[src/sv/spq_pkg.sv]
// ----------------------------------------------------------------------------
// Sorted priority queue package
// Shared word types, operation and status codes, and the command and status
// groups between the controller and the datapath.
// ----------------------------------------------------------------------------
package spq_pkg;

  localparam int unsigned QUEUE_DEPTH_DEF = 64;
  localparam int unsigned TAG_WIDTH_DEF   = 16;
  localparam int unsigned PRIO_W          = 32;
  localparam int unsigned TAG_FIELD_W     = 16;

  typedef enum logic [1:0] {
    REQ_INSERT = 2'd0,
    REQ_POP    = 2'd1,
    REQ_TOP    = 2'd2
  } req_e;

  typedef enum logic [1:0] {
    ST_DONE  = 2'd0,
    ST_EMPTY = 2'd1,
    ST_FULL  = 2'd2
  } status_e;

  typedef struct packed {
    logic [1:0]               req_type;
    logic signed [PRIO_W-1:0] priority_req;
    logic [TAG_FIELD_W-1:0]   value_tag;
  } spq_in_t;

  typedef struct packed {
    logic                   has_value;
    logic [TAG_FIELD_W-1:0] head_value;
    logic [1:0]             status;
  } spq_out_t;

  typedef enum logic [2:0] {
    S_IDLE,
    S_DECODE,
    S_SCAN,
    S_WRNEW,
    S_TOPRD,
    S_RESP
  } state_e;

  typedef struct packed {
    logic       capture;
    logic       rd_tail;
    logic       rd_prev;
    logic       rd_head;
    logic       wr_shift;
    logic       wr_new_above;
    logic       wr_new_head;
    logic       count_inc;
    logic       pop;
    logic       res_set;
    logic [1:0] res_status;
    logic       res_top;
    logic       out_load;
  } dp_cmd_t;

  typedef struct packed {
    logic [1:0] req_type;
    logic       empty;
    logic       full;
    logic       idx_zero;
    logic       shift;
    logic       out_free;
  } dp_sts_t;

endpackage

[src/sv/spq_ram.sv]
// ----------------------------------------------------------------------------
// Generic RAM
// One write port and one read port with registered read data.
// ----------------------------------------------------------------------------
module spq_ram #(
  parameter int unsigned Width = 8,
  parameter int unsigned Depth = 16
) (
  input  logic                     clk_i,
  input  logic                     wr_en_i,
  input  logic [$clog2(Depth)-1:0] wr_addr_i,
  input  logic [Width-1:0]         wr_data_i,
  input  logic                     rd_en_i,
  input  logic [$clog2(Depth)-1:0] rd_addr_i,
  output logic [Width-1:0]         rd_data_o
);

  logic [Width-1:0] mem_q [Depth];
  logic [Width-1:0] rd_data_q;

  always_ff @(posedge clk_i) begin
    if (wr_en_i) begin
      mem_q[wr_addr_i] <= wr_data_i;
    end
    if (rd_en_i) begin
      rd_data_q <= mem_q[rd_addr_i];
    end
  end

  assign rd_data_o = rd_data_q;

endmodule

[src/sv/spq_datapath.sv]
// ----------------------------------------------------------------------------
// Sorted priority queue datapath
// Circular entry store, head pointer, fill count, scan index, result and
// output registers.
// ----------------------------------------------------------------------------
module spq_datapath import spq_pkg::*; #(
  parameter int unsigned QUEUE_DEPTH = QUEUE_DEPTH_DEF,
  parameter int unsigned TAG_WIDTH   = TAG_WIDTH_DEF
) (
  input  logic     clk_i,
  input  logic     rst_ni,
  input  spq_in_t  in_word_i,
  input  dp_cmd_t  cmd_i,
  output dp_sts_t  sts_o,
  input  logic     out_stall_i,
  output logic     out_valid_o,
  output spq_out_t out_word_o
);

  localparam int unsigned AW     = $clog2(QUEUE_DEPTH);
  localparam int unsigned CW     = $clog2(QUEUE_DEPTH + 1);
  localparam int unsigned StoreW = (TAG_WIDTH < TAG_FIELD_W) ? TAG_WIDTH : TAG_FIELD_W;
  localparam int unsigned EntryW = PRIO_W + StoreW;
  localparam logic [AW:0] DepthA = (AW + 1)'(QUEUE_DEPTH);
  localparam logic [CW-1:0] DepthC = CW'(QUEUE_DEPTH);

  function automatic logic [AW-1:0] to_phys(input logic [AW-1:0] base,
                                            input logic [AW-1:0] offset);
    logic [AW:0] sum;
    sum = {1'b0, base} + {1'b0, offset};
    if (sum >= DepthA) begin
      sum = sum - DepthA;
    end
    return sum[AW-1:0];
  endfunction

  spq_in_t                req_q;
  logic [AW-1:0]          head_q, head_d;
  logic [CW-1:0]          count_q, count_d;
  logic [AW-1:0]          idx_q, idx_d;
  logic                   res_has_q, res_has_d;
  logic [TAG_FIELD_W-1:0] res_head_q, res_head_d;
  logic [1:0]             res_status_q, res_status_d;
  logic                   out_valid_q, out_valid_d;
  spq_out_t               out_word_q;

  logic                   wr_en, rd_en;
  logic [AW-1:0]          wr_addr, rd_addr;
  logic [EntryW-1:0]      wr_data, rd_data, new_entry;
  logic [AW-1:0]          last_idx, above_idx, prev_idx;
  logic signed [PRIO_W-1:0] rd_prio;

  assign last_idx  = AW'(count_q - CW'(1));
  assign above_idx = idx_q + AW'(1);
  assign prev_idx  = idx_q - AW'(1);
  assign new_entry = {req_q.priority_req, req_q.value_tag[StoreW-1:0]};
  assign rd_prio   = rd_data[EntryW-1:StoreW];

  always_comb begin
    rd_en   = cmd_i.rd_tail | cmd_i.rd_prev | cmd_i.rd_head;
    rd_addr = head_q;
    if (cmd_i.rd_tail) begin
      rd_addr = to_phys(head_q, last_idx);
    end else if (cmd_i.rd_prev) begin
      rd_addr = to_phys(head_q, prev_idx);
    end
  end

  always_comb begin
    wr_en   = cmd_i.wr_shift | cmd_i.wr_new_above | cmd_i.wr_new_head;
    wr_addr = to_phys(head_q, above_idx);
    wr_data = new_entry;
    if (cmd_i.wr_shift) begin
      wr_data = rd_data;
    end else if (cmd_i.wr_new_head) begin
      wr_addr = head_q;
    end
  end

  spq_ram #(
    .Width (EntryW),
    .Depth (QUEUE_DEPTH)
  ) u_store (
    .clk_i     (clk_i),
    .wr_en_i   (wr_en),
    .wr_addr_i (wr_addr),
    .wr_data_i (wr_data),
    .rd_en_i   (rd_en),
    .rd_addr_i (rd_addr),
    .rd_data_o (rd_data)
  );

  always_comb begin
    head_d  = head_q;
    count_d = count_q;
    idx_d   = idx_q;
    if (cmd_i.pop) begin
      head_d  = to_phys(head_q, AW'(1));
      count_d = count_q - CW'(1);
    end else if (cmd_i.count_inc) begin
      count_d = count_q + CW'(1);
    end
    if (cmd_i.rd_tail) begin
      idx_d = last_idx;
    end else if (cmd_i.rd_prev) begin
      idx_d = prev_idx;
    end
  end

  always_comb begin
    res_has_d    = res_has_q;
    res_head_d   = res_head_q;
    res_status_d = res_status_q;
    if (cmd_i.res_top) begin
      res_has_d            = 1'b1;
      res_head_d           = '0;
      res_head_d[StoreW-1:0] = rd_data[StoreW-1:0];
      res_status_d         = ST_DONE;
    end else if (cmd_i.res_set) begin
      res_has_d    = 1'b0;
      res_head_d   = '0;
      res_status_d = cmd_i.res_status;
    end
  end

  always_comb begin
    out_valid_d = out_valid_q;
    if (cmd_i.out_load) begin
      out_valid_d = 1'b1;
    end else if (!out_stall_i) begin
      out_valid_d = 1'b0;
    end
  end

  always_ff @(posedge clk_i or negedge rst_ni) begin
    if (!rst_ni) begin
      head_q      <= '0;
      count_q     <= '0;
      out_valid_q <= 1'b0;
    end else begin
      head_q      <= head_d;
      count_q     <= count_d;
      out_valid_q <= out_valid_d;
    end
  end

  always_ff @(posedge clk_i) begin
    if (cmd_i.capture) begin
      req_q <= in_word_i;
    end
    idx_q        <= idx_d;
    res_has_q    <= res_has_d;
    res_head_q   <= res_head_d;
    res_status_q <= res_status_d;
    if (cmd_i.out_load) begin
      out_word_q <= '{has_value: res_has_q, head_value: res_head_q, status: res_status_q};
    end
  end

  assign sts_o.req_type = req_q.req_type;
  assign sts_o.empty    = (count_q == '0);
  assign sts_o.full     = (count_q >= DepthC);
  assign sts_o.idx_zero = (idx_q == '0);
  assign sts_o.shift    = (rd_prio <= req_q.priority_req);
  assign sts_o.out_free = !out_valid_q || !out_stall_i;

  assign out_valid_o = out_valid_q;
  assign out_word_o  = out_word_q;

endmodule

[src/sv/spq_controller.sv]
// ----------------------------------------------------------------------------
// Sorted priority queue controller
// Sequences one request at a time: decode, tail-to-head insertion scan,
// head read, and hand-off to the output register.
// ----------------------------------------------------------------------------
module spq_controller import spq_pkg::*; (
  input  logic    clk_i,
  input  logic    rst_ni,
  input  logic    in_valid_i,
  output logic    in_stall_o,
  input  dp_sts_t sts_i,
  output dp_cmd_t cmd_o
);

  state_e state_q, state_d;

  always_ff @(posedge clk_i or negedge rst_ni) begin
    if (!rst_ni) begin
      state_q <= S_IDLE;
    end else begin
      state_q <= state_d;
    end
  end

  always_comb begin
    state_d = state_q;
    unique case (state_q)
      S_IDLE: begin
        if (in_valid_i) begin
          state_d = S_DECODE;
        end
      end
      S_DECODE: begin
        unique case (req_e'(sts_i.req_type))
          REQ_INSERT: state_d = (sts_i.full || sts_i.empty) ? S_RESP : S_SCAN;
          REQ_TOP:    state_d = sts_i.empty ? S_RESP : S_TOPRD;
          REQ_POP:    state_d = S_RESP;
          default:    state_d = S_RESP;
        endcase
      end
      S_SCAN: begin
        if (sts_i.shift && sts_i.idx_zero) begin
          state_d = S_WRNEW;
        end else if (!sts_i.shift) begin
          state_d = S_RESP;
        end
      end
      S_WRNEW: state_d = S_RESP;
      S_TOPRD: state_d = S_RESP;
      S_RESP: begin
        if (sts_i.out_free) begin
          state_d = S_IDLE;
        end
      end
      default: state_d = S_IDLE;
    endcase
  end

  always_comb begin
    cmd_o            = '0;
    cmd_o.res_status = ST_DONE;
    in_stall_o       = (state_q != S_IDLE);
    unique case (state_q)
      S_IDLE: cmd_o.capture = in_valid_i;
      S_DECODE: begin
        cmd_o.res_set = 1'b1;
        unique case (req_e'(sts_i.req_type))
          REQ_INSERT: begin
            if (sts_i.full) begin
              cmd_o.res_status = ST_FULL;
            end else if (sts_i.empty) begin
              cmd_o.wr_new_head = 1'b1;
              cmd_o.count_inc   = 1'b1;
            end else begin
              cmd_o.rd_tail = 1'b1;
            end
          end
          REQ_POP: begin
            if (sts_i.empty) begin
              cmd_o.res_status = ST_EMPTY;
            end else begin
              cmd_o.pop = 1'b1;
            end
          end
          REQ_TOP: begin
            if (sts_i.empty) begin
              cmd_o.res_status = ST_EMPTY;
            end else begin
              cmd_o.rd_head = 1'b1;
            end
          end
          default: cmd_o.res_status = ST_DONE;
        endcase
      end
      S_SCAN: begin
        if (sts_i.shift) begin
          cmd_o.wr_shift = 1'b1;
          cmd_o.rd_prev  = !sts_i.idx_zero;
        end else begin
          cmd_o.wr_new_above = 1'b1;
          cmd_o.count_inc    = 1'b1;
        end
      end
      S_WRNEW: begin
        cmd_o.wr_new_head = 1'b1;
        cmd_o.count_inc   = 1'b1;
      end
      S_TOPRD: cmd_o.res_top = 1'b1;
      S_RESP:  cmd_o.out_load = sts_i.out_free;
      default: cmd_o = '0;
    endcase
  end

endmodule

[src/sv/sorted_priority_queue_unit.sv]
// ----------------------------------------------------------------------------
// Sorted priority queue unit
// A fixed-depth priority queue, highest priority at the head, equal
// priorities leaving newest first. Each request word gives one result word.
// ----------------------------------------------------------------------------
// The unit takes one request at a time. A pop, a no-op, a rejected insert or
// an insert into an empty queue goes from decode straight to the response
// state, and a top first reads the head entry. An insert into a non-empty
// queue scans from the tail, moving every stored entry whose priority is equal
// to or below the new one one place toward the tail, one per cycle, through
// the single read and single write port of the entry RAM, and then writes the
// new entry. The store is a circular buffer, so a pop only moves the head
// pointer. A finished result waits in the output register until taken, and a
// new result cannot be loaded while a stalled word still waits there; the next
// request can be accepted in the cycle after the result is loaded. No clearing
// pass follows reset.
module sorted_priority_queue_unit import spq_pkg::*; #(
  parameter int unsigned QUEUE_DEPTH = QUEUE_DEPTH_DEF,
  parameter int unsigned TAG_WIDTH   = TAG_WIDTH_DEF
) (
  input  logic     clk_i,
  input  logic     rst_ni,
  input  logic     in_valid_i,
  output logic     in_stall_o,
  input  spq_in_t  in_word_i,
  output logic     out_valid_o,
  input  logic     out_stall_i,
  output spq_out_t out_word_o
);

  dp_cmd_t cmd;
  dp_sts_t sts;

  spq_controller u_ctrl (
    .clk_i      (clk_i),
    .rst_ni     (rst_ni),
    .in_valid_i (in_valid_i),
    .in_stall_o (in_stall_o),
    .sts_i      (sts),
    .cmd_o      (cmd)
  );

  spq_datapath #(
    .QUEUE_DEPTH (QUEUE_DEPTH),
    .TAG_WIDTH   (TAG_WIDTH)
  ) u_dp (
    .clk_i       (clk_i),
    .rst_ni      (rst_ni),
    .in_word_i   (in_word_i),
    .cmd_i       (cmd),
    .sts_o       (sts),
    .out_stall_i (out_stall_i),
    .out_valid_o (out_valid_o),
    .out_word_o  (out_word_o)
  );

`ifndef NO_ASSERTIONS
  a_busy_after_accept: assert property (@(posedge clk_i) disable iff (!rst_ni)
    in_valid_i && !in_stall_o |=> in_stall_o)
    else $error("Request accepted while the previous one is still in progress.");

  a_no_insert_when_full: assert property (@(posedge clk_i) disable iff (!rst_ni)
    cmd.count_inc |-> !sts.full && !cmd.pop)
    else $error("Entry count raised on a full store.");

  a_no_pop_when_empty: assert property (@(posedge clk_i) disable iff (!rst_ni)
    cmd.pop |-> !sts.empty)
    else $error("Head removed from an empty store.");

  a_load_only_when_free: assert property (@(posedge clk_i) disable iff (!rst_ni)
    cmd.out_load |-> sts.out_free)
    else $error("Output register overwritten while its word waits.");
`endif

endmodule
[config.mk]
export PLATFORM = sky130hd
export DESIGN_NAME = sorted_priority_queue_unit
export DESIGN_NICKNAME = d
export VERILOG_FILES = /design/src/sv/spq_pkg.sv /design/src/sv/spq_ram.sv /design/src/sv/spq_datapath.sv /design/src/sv/spq_controller.sv /design/src/sv/sorted_priority_queue_unit.sv
export SDC_FILE = /design/constraint.sdc
export NUM_CORES = 2
export LEC_CHECK = 0
export CAP_MARGIN = 25
export CORE_ASPECT_RATIO = 1.1
export CORE_MARGIN = 3
export CORE_UTILIZATION = 45
export CTS_CLUSTER_DIAMETER = 120
export CTS_CLUSTER_SIZE = 20
export DETAILED_ROUTE_END_ITERATION = 8
export DONT_BUFFER_PORTS = 1
export RECOVER_POWER = 100
export SYNTH_ARGS = -nofsm -noshare
export SYNTH_HDL_FRONTEND = slang
export SYNTH_HIERARCHICAL = 1
export SYNTH_SLANG_ARGS = --single-unit
[constraint.sdc]
create_clock -name clk_i -period 8.1 [get_ports clk_i]
set_input_delay 1.62 -clock clk_i [delete_from_list [all_inputs] [get_ports clk_i]]
set_output_delay 1.62 -clock clk_i [all_outputs]
set_load 0.05 [all_outputs]
==> flow_summary.yaml <==
outcome:
  status: "finished with violations"
  violations: "max-capacitance violations, max-slew violations"
synth:
  synth_seq_cells: 3231
  synth-main-ff-cell: "edfxtp_1"
  async_flop_share: 0.00526
  ys_seq_area_frac: 0.782
  synth_edf_count: 3211
  syn-num-nets: 5657
  yosys.cell_types.count: 66
  syn_area_um2: 124000
  syn_avg_cell_area_um2: 22.4
  synth_cells: 5543
  ys_warn_count: 6
floorplanning:
  io_pins: 75
  core_region_area_um2: 273000
  rows: 201
  fp.dieW_um: 506
  dieArea_um2: 282000
  start_util: 0.454
  die_h_um: 557
pwr:
  cellLeakagePower_nw: 40.7
  powerDensity_nw_per_um2: 358
  peakVddDrop_v: 0.000359
sta:
  fmax_mhz: 133
  finalCritPeriodShare: 0.930
  final-hold-violation-count: 0
  tightest_slew_ns: 4.27
  maxSlewViolCount: 3097
  relSlewSlack: -1.85
  finalSetupViolCount: 0
  skew_ns: 0.0470
  finalSetupTns_ns: 0
  rsz0062_at_grt: "false"
  fin_hold_ws_ns: 0.423
  min_period_ns: 7.53
  final.setup.worst_slack_ns: 0.569
layout:
  seqCellArea_um2: 96900
  finalInstanceArea_um2: 134000
  synthToLayoutAreaGrowth_pct: 8.40
  multi_input_area_um2: 25800
  fillers: 21900
  drive_above_1_share: 0.218
  final_nets: 5825
  final_cells: 9416
  final_common_cell: "edfxtp_1"
  final_cell_mix: "3,211 x edfxtp_1, 754 x mux4_2, 181 x clkbuf_16, 123 x o22ai_1, 118 x nor2_1"
global_routing:
  antenna_found_initial: 33
  grt.met1_usage: 0.343
  track_usage: 0.245
  gr-usage-met3: 0.0404
  grt_start_max_net_pins: 79
  grt-ovfl-total: 0
  grt_pass1_wl_um: 482000
  grt_pass1_vias: 59900
  use_met2: 0.396
  grt-busiest-layer: "met2"
clock_tree:
  cts_resized: 0
  clk-insertion-delay-late_ns: 0.88
  cts_buffers: 179
  h-tree-depth: 4
  cts_root_buf: "clkbuf_16"
  cts_setup_buffers: 0
  cts_buffer_depth: 3
  clk_pin_slew_worst_paths_ns: 0.09
  cts_tree: "done"
  cts_hold_buf: 0
  cts.sinks: 3231
detailed_routing:
  detail_route.iter0.violations: 8791
  vias: 60300
  wire_per_inst_um: 36.8
  drc: 0
  firstDrtPassIters: 6
  routed_wl_um: 347000
  routed_via_density: 6.41
  ant_nets: 0
placement:
  place_congestion: 0.862
  placed_area_um2: 131000
  dp_cells: 9175
  dp_hpwl_um: 201000
  numPortBuffers: 0
  place_ws_ns: 1.29
worst_setup_path:
  crit_type: "reg2reg"
  crit_path_end_kind: "flop"
  crit_path_max_fanout: 44
  crit_required_ns: 8.63
  start_kind: "flop"
  critPathArrivalTime_ns: 8.06
hold_path:
  hold_path_class: "reg2reg"
job:
  maxCapViolCount: 94
[stage by stage]
stage	power [W]	utilization
after detailed placement	0.0394	0.478
final	0.0481	0.492
after global placement	0.0392	0.477
after CTS	0.0484	0.496
after global routing	0.0499	0.492
after floorplan	0.0332	-
[cells in the mapped netlist (3+ instances only)]
cell type,count,share of area
xor2_1,13,0.00092
a22oi_1,72,0.0044
fa_1,3,0.00048
dfrtp_1,17,0.0034
buf_4,62,0.0038
or2_2,6,0.00030
or3_1,7,0.00035
a211oi_1,36,0.0022
o21bai_1,3,0.00018
a31o_2,5,0.00035
mux2_2,37,0.0034
buf_2,100,0.0040
buf_6,13,0.0012
o22ai_1,124,0.0063
clkbuf_1,115,0.0035
ha_1,57,0.0058
nand2_1,115,0.0035
inv_1,45,0.0014
xnor2_1,23,0.0016
o21ai_0,45,0.0018
o221ai_1,28,0.0020
nand2b_1,14,0.00071
dfxtp_1,3,0.00048
buf_1,14,0.00042
mux4_2,754,0.14
a22o_1,57,0.0040
or3b_2,4,0.00028
and2_1,22,0.0011
nor2b_1,26,0.0013
nor3_1,10,0.00040
a221oi_1,83,0.0059
a21o_1,10,0.00061
nand3b_1,7,0.00042
a21oi_1,107,0.0043
edfxtp_1,3211,0.78
nand3_1,14,0.00057
mux2i_1,72,0.0058
nand4_1,11,0.00056
a311oi_1,11,0.00078
nor2_1,155,0.0047
[logic make-up after synthesis]
logic type | share of synthesized area
buffers and inverters | 0.0143
flip-flops | 0.782
XOR/XNOR | 0.00254
AND/OR/NAND/NOR | 0.0157
adder cells (fa/ha/maj) | 0.00624
AO/OA/AOI/OAI | 0.0334
multiplexers | 0.146
[registers in the layout (all words and copies together), names as in the netlist, 3 cells and up]
name,flops
u_ctrl/state_q,3
u_dp/idx_q,6
u_dp/out_word_o,19
u_dp/count_q,7
u_dp/head_q,6
u_dp/u_store/mem_q,3072
u_dp/new_entry,48
u_dp/u_store/rd_data_o,48
u_dp/res_head_q,16
[final timing paths]
path	start	end	slack, ns	cells past startpoint
min reg2reg	u_dp/res_head_q[6]	u_dp/out_word_o[8]	0.42	0
max in group asynchronous	rst_ni	u_dp/count_q[5]	7.58	0
min in group asynchronous	rst_ni	u_dp/count_q[6]	0.43	0
max reg2reg	u_dp/count_q[0]	u_dp/u_store/rd_data_o[34]	0.57	16
min	u_dp/res_head_q[6]	u_dp/out_word_o[8]	0.42	0
max	u_dp/count_q[0]	u_dp/u_store/rd_data_o[34]	0.57	16
[report_power, final]
part	leakage (nW)	switching, W	internal, W
combinational	9.25	0.0108	0.00732
sequential	29.1	0.000475	0.0202
clock	2.33	0.00513	0.00404
[cell type report]
cell class                      instances  share of cell area
Antenna cell                           19            0.000354
Tap cell                             3654              0.0340
Clock inverter                         10             0.00112
Sequential cell                      3231               0.721
Clock buffer                          203              0.0343
Multi-Input combinational cell       1962               0.192
Timing Repair Buffer                  292              0.0163
Inverter                               45             0.00126
[routing by layer]
metal,vias to the layer above,part of all wire
met5,-,0.00014
met4,8,0.034
met3,518,0.093
met2,3095,0.49
met1,33000,0.39
li1,23700,-
[worst max-delay path: stages, from the launching register on]
cell and delay, ns:
dfrtp_1 0.52, inv_1 0.17, ha_1 0.23, nor4b_1 0.14, clkbuf_1 0.18, or3b_1 0.42, nor2_1 0.14, and2_0 0.15
clkbuf_1 0.97, o21ai_0 0.44, o22ai_4 0.89, nor2b_4 0.57, clkbuf_2 0.62, buf_16 0.33, a22o_1 0.23, a221oi_1 0.11
a221oi_1 0.93
No activity file was read; power rests on OpenSTA's default activity.
